`src/design/ps2hp_pkg.sv`:
```
package ps2hp_pkg;

    localparam int unsigned TDATA_W = 16;
    localparam int unsigned TICK_W  = 16;

    localparam logic [1:0] CFG_INHIBIT_TICKS    = 2'd0;
    localparam logic [1:0] CFG_START_HOLD_TICKS = 2'd1;
    localparam logic [1:0] CFG_AUTO_RESEND      = 2'd2;

    localparam logic [TICK_W-1:0] INHIBIT_TICKS_RST    = 16'd100;
    localparam logic [TICK_W-1:0] START_HOLD_TICKS_RST = 16'd100;
    localparam logic              AUTO_RESEND_RST      = 1'b1;

    localparam logic [7:0] RESEND_BYTE = 8'hFE;

    typedef struct packed {
        logic [TICK_W-1:0] inhibit_ticks;
        logic [TICK_W-1:0] start_hold_ticks;
        logic              auto_resend;
    } t_cfg;

    // The last member sits in the lowest bits.
    typedef struct packed {
        logic [7:0] send_byte;
        logic       send_request;
        logic       data_line;
        logic       clk_line;
    } t_item;

    typedef struct packed {
        logic       busy_res;
        logic       tx_done;
        logic       parity_error;
        logic [7:0] rx_byte;
        logic       rx_valid;
        logic       data_pull_low;
        logic       clk_pull_low;
    } t_result;

    localparam int unsigned ITEM_W   = $bits(t_item);
    localparam int unsigned RESULT_W = $bits(t_result);

endpackage

```
`src/design/ps2hp_fsm.sv`:
```
module ps2hp_fsm
    import ps2hp_pkg::*;
(
    input  logic    i_clk,
    input  logic    i_rst_n,
    input  logic    i_step,
    input  t_item   i_item,
    input  t_cfg    i_cfg,
    output t_result o_result
);

    typedef enum logic [2:0] {
        PH_IDLE    = 3'd0,
        PH_RX      = 3'd1,
        PH_INHIBIT = 3'd2,
        PH_START   = 3'd3,
        PH_TX      = 3'd4,
        PH_ACK     = 3'd5
    } t_phase;

    t_phase            r_phase,    n_phase;
    logic [3:0]        r_bit_count, n_bit_count;
    logic [8:0]        r_rx_shift, n_rx_shift;
    logic [9:0]        r_tx_shift, n_tx_shift;
    logic              r_prev_clk;
    logic [TICK_W-1:0] r_wait_count, n_wait_count;
    logic              r_resend_pending, n_resend_pending;

    logic              fall;
    logic              rise;
    logic [TICK_W:0]   wait_inc;
    logic [7:0]        send_sel;
    logic [3:0]        tx_idx;
    t_result           res;

    assign fall     = r_prev_clk && !i_item.clk_line;
    assign rise     = !r_prev_clk && i_item.clk_line;
    assign wait_inc = {1'b0, r_wait_count} + {{TICK_W{1'b0}}, 1'b1};
    assign send_sel = r_resend_pending ? RESEND_BYTE : i_item.send_byte;

    always_comb begin
        n_phase          = r_phase;
        n_bit_count      = r_bit_count;
        n_rx_shift       = r_rx_shift;
        n_tx_shift       = r_tx_shift;
        n_wait_count     = r_wait_count;
        n_resend_pending = r_resend_pending;
        res              = '0;

        case (r_phase)
            PH_IDLE: begin
                if (r_resend_pending || i_item.send_request) begin
                    n_resend_pending = 1'b0;
                    n_tx_shift       = {1'b1, ~(^send_sel), send_sel};
                    n_phase          = PH_INHIBIT;
                    n_wait_count     = '0;
                    n_bit_count      = '0;
                end else if (fall) begin
                    n_phase     = PH_RX;
                    n_bit_count = '0;
                end
            end
            PH_RX: begin
                if (fall) begin
                    if (r_bit_count < 4'd9) begin
                        for (int i = 0; i < 9; i++) begin
                            if (r_bit_count == 4'(i)) begin
                                n_rx_shift[i] = i_item.data_line;
                            end
                        end
                        n_bit_count = r_bit_count + 4'd1;
                    end else begin
                        if (^r_rx_shift) begin
                            res.rx_valid = 1'b1;
                        end else begin
                            res.parity_error = 1'b1;
                            if (i_cfg.auto_resend) begin
                                n_resend_pending = 1'b1;
                            end
                        end
                        n_phase     = PH_IDLE;
                        n_bit_count = '0;
                    end
                end
            end
            PH_INHIBIT: begin
                n_wait_count = wait_inc[TICK_W-1:0];
                if (wait_inc >= {1'b0, i_cfg.inhibit_ticks}) begin
                    n_phase      = PH_START;
                    n_wait_count = '0;
                end
            end
            PH_START: begin
                n_wait_count = wait_inc[TICK_W-1:0];
                if (wait_inc >= {1'b0, i_cfg.start_hold_ticks}) begin
                    n_phase      = PH_TX;
                    n_wait_count = '0;
                    n_bit_count  = '0;
                end
            end
            PH_TX: begin
                if (fall) begin
                    if (r_bit_count < 4'd10) begin
                        n_bit_count = r_bit_count + 4'd1;
                    end else begin
                        n_phase = PH_ACK;
                    end
                end
            end
            PH_ACK: begin
                if (rise) begin
                    res.tx_done = 1'b1;
                    n_phase     = PH_IDLE;
                    n_bit_count = '0;
                end
            end
            default: begin
                n_phase     = PH_IDLE;
                n_bit_count = '0;
            end
        endcase

        tx_idx = n_bit_count - 4'd1;
        case (n_phase)
            PH_INHIBIT: begin
                res.clk_pull_low = 1'b1;
            end
            PH_START: begin
                res.clk_pull_low  = 1'b1;
                res.data_pull_low = 1'b1;
            end
            PH_TX: begin
                if (n_bit_count == 4'd0) begin
                    res.data_pull_low = 1'b1;
                end else if (n_bit_count <= 4'd10) begin
                    res.data_pull_low = ~n_tx_shift[tx_idx];
                end
            end
            default: begin
                res.clk_pull_low = 1'b0;
            end
        endcase

        res.rx_byte  = n_rx_shift[7:0];
        res.busy_res = (n_phase != PH_IDLE) || n_resend_pending;
    end

    assign o_result = res;

    always_ff @(posedge i_clk) begin
        if (!i_rst_n) begin
            r_phase          <= PH_IDLE;
            r_bit_count      <= '0;
            r_rx_shift       <= '0;
            r_tx_shift       <= '0;
            r_prev_clk       <= 1'b1;
            r_wait_count     <= '0;
            r_resend_pending <= 1'b0;
        end else if (i_step) begin
            r_phase          <= n_phase;
            r_bit_count      <= n_bit_count;
            r_rx_shift       <= n_rx_shift;
            r_tx_shift       <= n_tx_shift;
            r_prev_clk       <= i_item.clk_line;
            r_wait_count     <= n_wait_count;
            r_resend_pending <= n_resend_pending;
        end
    end

endmodule

```
`src/design/ps2_host_port.sv`:
```
// PS/2 host port stepped once per sampling tick: each transfer on the input stream carries one
// sample of the clock and data lines plus an optional send request, and yields exactly one
// result transfer with the open-drain line drives and receive/transmit status. One sample is
// taken every clock cycle in which no result waits or the waiting result is taken; the single
// state register update and the output register set this rate. Timing registers may be written
// over the configuration channel while the port is idle.
module ps2_host_port
    import ps2hp_pkg::*;
(
    input  logic               i_clk,
    input  logic               i_rst_n,
    input  logic               i_s_tvalid,
    output logic               o_s_tready,
    // clk_line, data_line, send_request, send_byte[7:0], zero padding
    input  logic [TDATA_W-1:0] i_s_tdata,
    output logic               o_m_tvalid,
    input  logic               i_m_tready,
    // clk_pull_low, data_pull_low, rx_valid, rx_byte[7:0], parity_error, tx_done,
    // busy_res, zero padding
    output logic [TDATA_W-1:0] o_m_tdata,
    input  logic               i_cfg_valid,
    output logic               o_cfg_ready,
    input  logic [1:0]         i_cfg_index,
    input  logic [TICK_W-1:0]  i_cfg_data
);

    t_cfg    r_cfg;
    t_item   item;
    t_result result;
    t_result r_out;
    logic    r_out_valid;
    logic    step;

    assign item        = t_item'(i_s_tdata[ITEM_W-1:0]);
    assign o_s_tready  = !r_out_valid || i_m_tready;
    assign step        = i_s_tvalid && o_s_tready;
    assign o_cfg_ready = 1'b1;
    assign o_m_tvalid  = r_out_valid;
    assign o_m_tdata   = {{(TDATA_W-RESULT_W){1'b0}}, r_out};

    ps2hp_fsm u_fsm (
        .i_clk    (i_clk),
        .i_rst_n  (i_rst_n),
        .i_step   (step),
        .i_item   (item),
        .i_cfg    (r_cfg),
        .o_result (result)
    );

    always_ff @(posedge i_clk) begin
        if (!i_rst_n) begin
            r_cfg.inhibit_ticks    <= INHIBIT_TICKS_RST;
            r_cfg.start_hold_ticks <= START_HOLD_TICKS_RST;
            r_cfg.auto_resend      <= AUTO_RESEND_RST;
        end else if (i_cfg_valid) begin
            case (i_cfg_index)
                CFG_INHIBIT_TICKS:    r_cfg.inhibit_ticks    <= i_cfg_data;
                CFG_START_HOLD_TICKS: r_cfg.start_hold_ticks <= i_cfg_data;
                CFG_AUTO_RESEND:      r_cfg.auto_resend      <= i_cfg_data[0];
                default:              r_cfg                  <= r_cfg;
            endcase
        end
    end

    always_ff @(posedge i_clk) begin
        if (!i_rst_n) begin
            r_out_valid <= 1'b0;
        end else if (step) begin
            r_out_valid <= 1'b1;
        end else if (i_m_tready) begin
            r_out_valid <= 1'b0;
        end
    end

    always_ff @(posedge i_clk) begin
        if (step) begin
            r_out <= result;
        end
    end

endmodule
```
`config.mk`:
```
export PLATFORM = sky130hd
export DESIGN_NAME = ps2_host_port
export DESIGN_NICKNAME = d
export VERILOG_FILES = /design/src/design/ps2hp_pkg.sv /design/src/design/ps2hp_fsm.sv /design/src/design/ps2_host_port.sv
export SDC_FILE = /design/constraint.sdc
export NUM_CORES = 1
export LEC_CHECK = 0
export BUFFER_PORTS_ARGS = -buffer_cell sky130_fd_sc_hd__buf_2
export CAP_MARGIN = 10
export CORE_MARGIN = 2
export CORE_UTILIZATION = 60
export DETAILED_ROUTE_END_ITERATION = 16
export PLACE_DENSITY = 0.81
export SLEW_MARGIN = 30
export SYNTH_ARGS = -nofsm -noshare
export SYNTH_HDL_FRONTEND = slang
export SYNTH_SLANG_ARGS = --single-unit
```
`constraint.sdc`:
```
create_clock -name i_clk -period 5.1 [get_ports i_clk]
set_input_delay 0.255 -clock i_clk [delete_from_list [all_inputs] [get_ports i_clk]]
set_output_delay 0.255 -clock i_clk [all_outputs]
set_load 0.05 [all_outputs]
```
==> impl_metrics.toml, run 1 <==
[yosys]
synth_area_mm2 = 0.00590
synthArstFlopShare_pct = 0
synth_cell_types = 80
yosysTopAreaCell = "dfxtp_1"
ys_top_cells_by_area = "dfxtp_1, ha_1, edfxtp_1, nand2_1, a21boi_0"
synth_ff_type = "dfxtp_1"
yosys_warnings = 0
postSynthAreaPerCell_um2 = 8.32
synthCells = 709
yosys.area.top_type_share_pct = 26.5
ys_seq_area_share_pct = 33.6
synth-seq-cells = 92
synth_edf_count = 14

[final_layout]
fillers = 829
drive_above_1_share_pct = 16.2
diodes = 0
area_delta_synth_final_pct = 9.15
layout_commonest_cell = "nand2_1"
final_cell_mix = "nand2_1, dfxtp_1, nor2_1"
final_nets = 827

[route]
final_antenna_net_count = 0
route.detailed.drc = 0
vias_per_cell = 5.70
drt-wirelength-per-cell_um = 15.2
drt_wl_total_um = 13500
first_iter_violations = 237
first_pass_iters = 5
routed-via-count = 5053

[sta]
hold_violations = 0
final-setup-viol-count = 0
setup_slack_ns = 0.242
fin_worst_skew_ns = 0.0106
slew-limit-headroom_pct = 47.5
worst_pin_slew_ns = 0.787
setup-tns-final_ns = 0
fin_crit_sh_pct = 95.2
fin_hold_ws_ns = 0.126
finalMaxSlewViolations = 0
final.min_clock_period_ns = 4.86
max_freq_mhz = 206

[power_and_ir_drop]
p_int_uw = 1090
comb_power_share_pct = 23.4
swShare_pct = 32.5
seqPwrFrac_pct = 49.8
p_sw_uw = 525
ir_worst_vdd_mv = 0.140
p_per_area_mw_per_mm2 = 251
clockPowerShare_pct = 26.8
p_leak_uw = 0.00276

[min_path]
whs_path_depth = 3
min_from = "i_cfg_data[6]"
min_path_type = "in -> reg"
holdPathEnd = "r_cfg[23]"

[cts]
clockBufferDepth = 2
clock_latency_ns = 0.37
cts_tree = "yes"
htree_levels = 3
cts_buffers = 9
root_buffer = "clkbuf_8"
cts.clk_slew.worst_paths_ns = 0.09
clkSinkCount = 92
ctsHoldBuffers = 0

[floorplan]
design.die.area_mm2 = 0.0106
row_count = 36
initial_core_util_pct = 61.2
die_h_um = 103
die_w_um = 103
core_area_mm2 = 0.00964
ioPinCount = 58

[worst_setup_path]
worstReg2RegStart = "u_fsm.r_wait_count[0]"
critPathMaxFanout = 4
cp_data_required_time_ns = 5.19
r2r_cells = 23
arrival_ns = 4.95
rrSetupSlack_ns = 0.24
critPathLaunchType = "flop"
crit_path_end_kind = "flop"
criticalPathCategory = "reg -> reg"
regToRegEndpoint = "o_m_tdata[1]"

[global_routing]
antenna_found_initial = 0
grt_pass1_wl_um = 22400
grt_pass1_vias = 4889
grtUsageTotal_pct = 26.7
grt_max_degree = 79
grt_overflow = 0

[job]
maxCapViolCount = 0

[placement]
pre_cts_slack_ns = 0.149
numPortBuffers = 49
hpwl_um = 9860
place_congestion = 0.980

[outcome]
status = "finished, final reports clean"
[cell type report]
| class | instances | area [um2] | area share [%] |
|---|---|---|---|
| tap | 133 | 166 | 2.59 |
| inverter | 46 | 173 | 2.68 |
| clock inverter | 6 | 31.3 | 0.486 |
| sequential | 92 | 1980 | 30.8 |
| multi-input combinational | 533 | 3580 | 55.6 |
| clock buffer | 10 | 128 | 1.98 |
| timing repair buffer | 66 | 373 | 5.79 |
[sequential cells by signal (all words and copies together), names as in the netlist]
signal,cells
o_m_tvalid,1
u_fsm.r_prev_clk,1
u_fsm.r_bit_count,4
u_fsm.r_phase,3
u_fsm.r_resend_pending,1
u_fsm.r_wait_count,16
u_fsm.r_tx_shift,10
u_fsm.r_rx_shift,9
o_m_tdata,14
r_cfg,33
[metal layers]
| metal | GRT usage [%] | vias up | share of wire (%) |
|---|---|---|---|
| met5 | 0 | - | 0 |
| met4 | 11.8 | 0 | 2.5 |
| met3 | 3.19 | 26 | 3.3 |
| met2 | 47.9 | 114 | 52 |
| met1 | 31.8 | 2374 | 42 |
| li1 | - | 2539 | - |
[worst max path at each step]
stage	start	endpoint
after floorplan	u_fsm.r_wait_count[0]	o_m_tdata[1]
final	u_fsm.r_wait_count[0]	o_m_tdata[1]
after global routing	u_fsm.r_wait_count[0]	o_m_tdata[1]
after detailed placement	u_fsm.r_wait_count[2]	o_m_tdata[1]
after CTS	u_fsm.r_wait_count[2]	o_m_tdata[1]
after global placement	u_fsm.r_wait_count[2]	o_m_tdata[1]
[metrics by stage]
step | area [um2] | utilization, % | power, uW | std cells
6_report | 6430 | 66.8 | 1620 | 886
5_1_grt | 6430 | 66.8 | 1700 | 886
4_1_cts | 6400 | 66.4 | 1610 | 885
3_5_place_dp | 6240 | 64.8 | 1190 | 869
3_3_place_gp | 6240 | 64.7 | 1180 | 869
2_1_floorplan | 5900 | - | 1100 | 710
[cell families (layout without fill, tap and decap cells)]
kind of cell	Yosys count	in the layout	share of synthesized area [%]
buffers and inverters	85	128	6.30
adder cells (fa/ha/maj)	40	40	8.49
AND/OR/NAND/NOR	286	286	24.6
AO/OA/AOI/OAI	162	162	20.1
multiplexers	13	13	2.48
flip-flops	92	92	33.6
other	2	3	0.127
XOR/XNOR	29	29	4.31
[worst max-delay path: stages (launching register included)]
cell       delay [ns]
dfxtp_1          0.36
and3_2           0.23
and3_1           0.24
and3_2           0.26
nand2_1          0.09
nor2_1           0.16
xor2_1           0.27
ha_1             0.17
nand4_1          0.16
nor2_2           0.19
nor2_1           0.08
o211ai_1         0.32
nor2_4           0.05
o31a_1           0.31
inv_1            0.12
ha_2             0.23
inv_1            0.09
o2bb2ai_1        0.17
a311oi_4         0.35
buf_4            0.19
nand3b_1         0.11
a21oi_1          0.08
o31ai_2          0.21
o2111ai_1        0.14
[synth_stat cells (9+ instances only)]
| cell type | instances |
|---|---|
| xnor2_1 | 17 |
| nand3_1 | 11 |
| a21oi_1 | 36 |
| o21ai_0 | 22 |
| mux2_2 | 9 |
| nor2b_1 | 14 |
| nand3b_1 | 12 |
| inv_1 | 46 |
| nand2_1 | 98 |
| nor3b_1 | 22 |
| dfxtp_1 | 78 |
| xor2_1 | 12 |
| a21boi_0 | 39 |
| clkbuf_1 | 23 |
| edfxtp_1 | 14 |
| o211ai_1 | 9 |
| and3_1 | 9 |
| nor2_1 | 73 |
| o211a_1 | 12 |
| ha_1 | 40 |
[power by group through the flow]
stage	Combinational (uW)	Sequential, uW	Clock, uW
after floorplan	264	840	0
after global placement	357	819	0
after detailed placement	368	821	0
after CTS	370	804	438
after global routing	416	810	473
final	379	805	434
[timing repair]
| action | 4_1_cts | 5_1_grt |
|---|---|---|
| buffers inserted | 0 | 1 |
| resized for setup | 0 | 11 |
| endpoints found under the setup margin | 0 | 1 |
No activity file was read; power rests on OpenSTA's default activity.
==> run 2: changes to the inputs <==
--- a/config.mk
+++ b/config.mk
@@ -7,7 +7,6 @@
 export LEC_CHECK = 0
 export BUFFER_PORTS_ARGS = -buffer_cell sky130_fd_sc_hd__buf_2
 export CAP_MARGIN = 10
-export CORE_MARGIN = 2
 export CORE_UTILIZATION = 60
 export DETAILED_ROUTE_END_ITERATION = 16
 export PLACE_DENSITY = 0.81
==> run 2 against run 1 <==
  * Non-clock buffer count decreased by 2
  * Flip-flop and latch count is the same
  * Wire length fell by 1.4%
  * Die area decreased by 3.8%
  * Sequential share of layout area is 0.44 points lower
  * Sequential power is essentially flat
  * Global-route usage increased by 0.67 points
  * Cell area grew 1.8%
  * Combinational power shrank 2%
  * Power grew 5.1%
  * Clock-buffer cell count down 1
==> impl_metrics.toml, run 2 (same netlist as run 1, synthesis figures left out) <==
[outcome]
status = "finished, final reports clean"

[floorplan]
core_area_mm2 = 0.00937
design.die.area_mm2 = 0.0102
die_w_um = 101
row_count = 35
ioPinCount = 58
die_h_um = 101
initial_core_util_pct = 62.9

[sta]
fin_crit_sh_pct = 95.6
fin_worst_skew_ns = 0.00995
final.min_clock_period_ns = 4.87
finalMaxSlewViolations = 0
worst_pin_slew_ns = 0.978
hold_violations = 0
max_freq_mhz = 205
fin_hold_ws_ns = 0.121
final-setup-viol-count = 0
slew-limit-headroom_pct = 33.1

[final_layout]
largest_reg_flops = 33
area_delta_synth_final_pct = 11.1
largest-register = "r_cfg"
fillers = 791
final_cell_mix = "nand2_1, dfxtp_1, nor2_1"
layout_commonest_cell = "nand2_1"
drive_above_1_share_pct = 17.8
multi_input_area_mm2 = 0.00366
final_cell_area_mm2 = 0.00655
fin_util_pct = 69.9
ff_latch_area_mm2 = 0.00199
diodes = 0
final_nets = 825

[route]
routed-via-count = 5125
route.detailed.drc = 0
wl_met3_um = 582
wl_met2_um = 6710
vias_per_cell = 5.82
first_pass_iters = 8
met1Wirelength_um = 5680
final_antenna_net_count = 0
drt_wl_total_um = 13300
highest-signal-layer = "met4"
drt-wirelength-per-cell_um = 15.1
first_iter_violations = 186

[cts]
cts_tree = "yes"
cts_buffers = 9
root_buffer = "clkbuf_8"
ctsHoldBuffers = 0
clkSinkCount = 92
cts.clk_slew.worst_paths_ns = 0.10
clock_latency_ns = 0.37
htree_levels = 3
clockBufferDepth = 2

[global_routing]
grt_pass1_vias = 5017
grt_overflow = 0
antenna_found_initial = 0
grt_max_degree = 79
grtUsageTotal_pct = 27.3
grt_pass1_wl_um = 22200

[power_and_ir_drop]
p_leak_uw = 0.00278
ir_worst_vdd_mv = 0.117
p_per_area_mw_per_mm2 = 259
power.total_uw = 1700

[min_path]
min_from = "i_cfg_data[2]"
min_path_type = "in -> reg"

[placement]
post_dp_cell_area_mm2 = 0.00621
place_congestion = 0.916
hpwl_um = 9440
numPortBuffers = 49

[worst_setup_path]
cp_top_family = "compound AO/OA/AOI/OAI gates"
cp_num_buf_inv = 2
crit_top_cell = "and3_4"
setup.worst_path.start = "u_fsm.r_wait_count[0]"
cpPeakStageDelay_ns = 0.42
arrival_ns = 5.06
path_cells = "and3_4 -> and3_4 -> and3_4 -> nand2_1 -> nor2_1 -> xor2_1 -> ha_1 -> nand4_1 -> nor2_2 -> nor2_1 -> o211ai_1 -> nor2_4 -> o31a_1 -> inv_1 -> ha_2 -> inv_1 -> o2bb2ai_1 -> a311oi_4 -> mux2_4 -> a21boi_1 -> o21ai_0 -> o2111ai_1"
criticalPathCategory = "reg -> reg"
critPathMaxFanout = 6
cp_slowest_cell = "a311oi_4"
crit_path_end_kind = "flop"
critPathLaunchType = "flop"
rrSetupSlack_ns = 0.23
cp_data_required_time_ns = 5.29
worstReg2RegStart = "u_fsm.r_wait_count[0]"

[job]
maxCapViolCount = 0
## run 2: per-layer routing
| layer | vias up | global-route usage, % |
|---|---|---|
| met5 | - | 0 |
| met4 | 0 | 11.5 |
| met3 | 30 | 4.92 |
| met2 | 150 | 49.3 |
| met1 | 2421 | 31.8 |
| li1 | 2524 | - |
## run 2: path summary, 6_finish.rpt
path	end	cells past startpoint
setup / recovery	o_m_tdata[1]	22
hold / removal	r_cfg[19]	3
setup reg to reg	o_m_tdata[1]	22
hold reg to reg	r_cfg[26]	2
## run 2: area by class of cell
cell class	instances	share of cell area, %
inverters	46	2.64
clock buffers	9	1.89
multi-input cells	533	55.9
well taps	129	2.46
clock inverters	7	1.22
repair buffers	64	5.50
flip-flops and latches	92	30.4
## run 2: timing repair
item,CTS,global route
resized for setup,3,27
pin swaps,0,7
buffers inserted,0,2
endpoints found under the setup margin,1,1
## run 2: worst min-delay path: stages
cell      delay, ns
buf_2          0.08
nand2_1        0.04
o211ai_1       0.07
## run 2: through the flow
step,std cells,TNS [ns],worst slack (ns)
after global routing,880,-0.0394,-0.0394
after floorplan,710,0,0.459
after detailed placement,862,-0.0806,-0.0806
after global placement,862,-0.0175,-0.0175
final,880,0,0.227
after CTS,878,0,0.0349
## run 2: where the power goes
group,total (uW),internal (uW),switching (uW),leakage (uW)
clock network,522,233,290,0.0000968
registers,804,773,31.1,0.000778
logic,373,144,228,0.00191
total,1700,1150,549,0.00278
==> run 3: changes to the inputs <==
--- a/config.mk
+++ b/config.mk
@@ -10,6 +10,7 @@
 export CORE_UTILIZATION = 60
 export DETAILED_ROUTE_END_ITERATION = 16
 export PLACE_DENSITY = 0.81
+export RECOVER_POWER = 100
 export SLEW_MARGIN = 30
 export SYNTH_ARGS = -nofsm -noshare
 export SYNTH_HDL_FRONTEND = slang
==> run 3 against run 2 <==
  * First-iteration DRC count rose by 0.54%
  * Clock power about the same
  * Fmax grew 0.24%
  * Highest routed layer unchanged
  * Sequential share of layout area grew 0.13 points
  * The run now ends with max-capacitance violations, max-slew violations left
==> impl_metrics.toml, run 3 (same netlist as run 1, synthesis figures left out) <==
[outcome]
status = "finished, violations left"
violations = "max-capacitance violations, max-slew violations"

[floorplan]
design.die.area_mm2 = 0.0102
initial_core_util_pct = 62.9
ioPinCount = 58
row_count = 35
die_w_um = 101
die_h_um = 101
core_area_mm2 = 0.00937

[power_and_ir_drop]
ir_worst_vdd_mv = 0.117
p_leak_uw = 0.00273
p_per_area_mw_per_mm2 = 260

[worst_setup_path]
crit_top_cell = "and3_4"
cpPeakStageDelay_ns = 0.42
crit_path_end_kind = "flop"
cp_top_family = "compound AO/OA/AOI/OAI gates"
criticalPathCategory = "reg -> reg"
cp_slowest_cell = "a311oi_4"
cp_data_required_time_ns = 5.29
path_cells = "and3_4 -> and3_4 -> and3_4 -> nand4_1 -> xnor2_2 -> ha_1 -> nand4_1 -> nor2_2 -> nor2_1 -> o211ai_1 -> nor2_4 -> o31a_1 -> inv_1 -> ha_2 -> inv_1 -> o2bb2ai_1 -> a311oi_4 -> mux2_4 -> a21boi_1 -> o21ai_0 -> o2111ai_1"
arrival_ns = 5.05
critPathLaunchType = "flop"
cp_num_buf_inv = 2
critPathMaxFanout = 6

[final_layout]
area_delta_synth_final_pct = 10.7
final_nets = 825
largest-register = "r_cfg"
fin_util_pct = 69.6
diodes = 0
final_cell_mix = "nand2_1, dfxtp_1, nor2_1"
layout_commonest_cell = "nand2_1"
final_cell_count_no_fill = 880
largest_reg_flops = 33
drive_above_1_share_pct = 14.4

[placement]
numPortBuffers = 49
place_congestion = 0.916
dp.cells = 862
hpwl_um = 9440

[job]
maxCapViolCount = 1

[route]
drt-wirelength-per-cell_um = 15.1
first_iter_violations = 187
vias_per_cell = 5.82
final_antenna_net_count = 0
route.detailed.drc = 0
first_pass_iters = 5
drt_wl_total_um = 13300
routed-via-count = 5122

[sta]
final-setup-viol-count = 0
fin_crit_sh_pct = 95.3
max_freq_mhz = 206
fin_hold_ws_ns = 0.123
slew-limit-headroom_pct = -90.3
fin_worst_skew_ns = 0.00907
finalMaxSlewViolations = 79
hold_violations = 0
final.min_clock_period_ns = 4.86
worst_pin_slew_ns = 2.85

[cts]
root_buffer = "clkbuf_8"
cts_buffers = 9
cts.clk_slew.worst_paths_ns = 0.10
clockBufferDepth = 2
htree_levels = 3
cts_tree = "yes"
clkSinkCount = 92
clock_latency_ns = 0.37

[global_routing]
antenna_found_initial = 0
grtUsageTotal_pct = 27.3
grt_pass1_vias = 5017
grt_pass1_wl_um = 22200
grt_max_degree = 79
grt_overflow = 0

[min_path]
min_path_type = "in -> reg"
-- run 3: area by class of cell --
class / count / area (um2)
clock inverters: 7 / 80.1
well taps: 129 / 161
flip-flops and latches: 92 / 1990
clock buffers: 9 / 124
repair buffers: 64 / 333
multi-input cells: 533 / 3660
inverters: 46 / 173
fillers: 801 / 2850
-- run 3: tightest hold or removal path, delay by kind of cell --
kind            cells  cell delay [ns]
buf+inv             1             0.08
compound gates      1             0.07
simple gates        1             0.04
-- run 3: through the flow --
step | setup TNS (ns) | power, uW | setup WS (ns) | area [um2]
after global placement | -0.0175 | 1170 | -0.0175 | 6210
after detailed placement | -0.0806 | 1190 | -0.0806 | 6210
final | 0 | 1700 | 0.239 | 6520
after global routing | -0.0394 | 1780 | -0.0394 | 6520
after floorplan | 0 | 1100 | 0.459 | 5900
after CTS | 0 | 1700 | 0.0349 | 6420
-- run 3: routing by layer --
layer  wire length, um  part of all wire (%)  GRT usage (%)
met2              6750                    51           49.3
met3               578                   4.3           4.92
met4               307                   2.3           11.5
met5                 0                     0              0
met1              5670                    43           31.8
-- run 3: timing repair --
action / in CTS / in global routing
endpoints found under the setup margin: 1 / 1
pin swaps: 0 / 7
buffers inserted: 0 / 2
hold buffers: 0 / 0
gates resized for setup: 3 / 27
-- run 3: power breakdown --
part           internal [uW]  switching [uW]
Clock                    233             291
Sequential               773            31.4
Combinational            142             229
-- run 3: path summary, 6_finish.rpt --
path | cells past startpoint | slack, ns | start | end
min reg2reg | 2 | 0.47 | r_cfg[26] | r_cfg[26]
min | 3 | 0.12 | i_cfg_data[2] | r_cfg[19]
max | 21 | 0.24 | u_fsm.r_wait_count[0] | o_m_tdata[1]
max reg2reg | 21 | 0.24 | u_fsm.r_wait_count[0] | o_m_tdata[1]
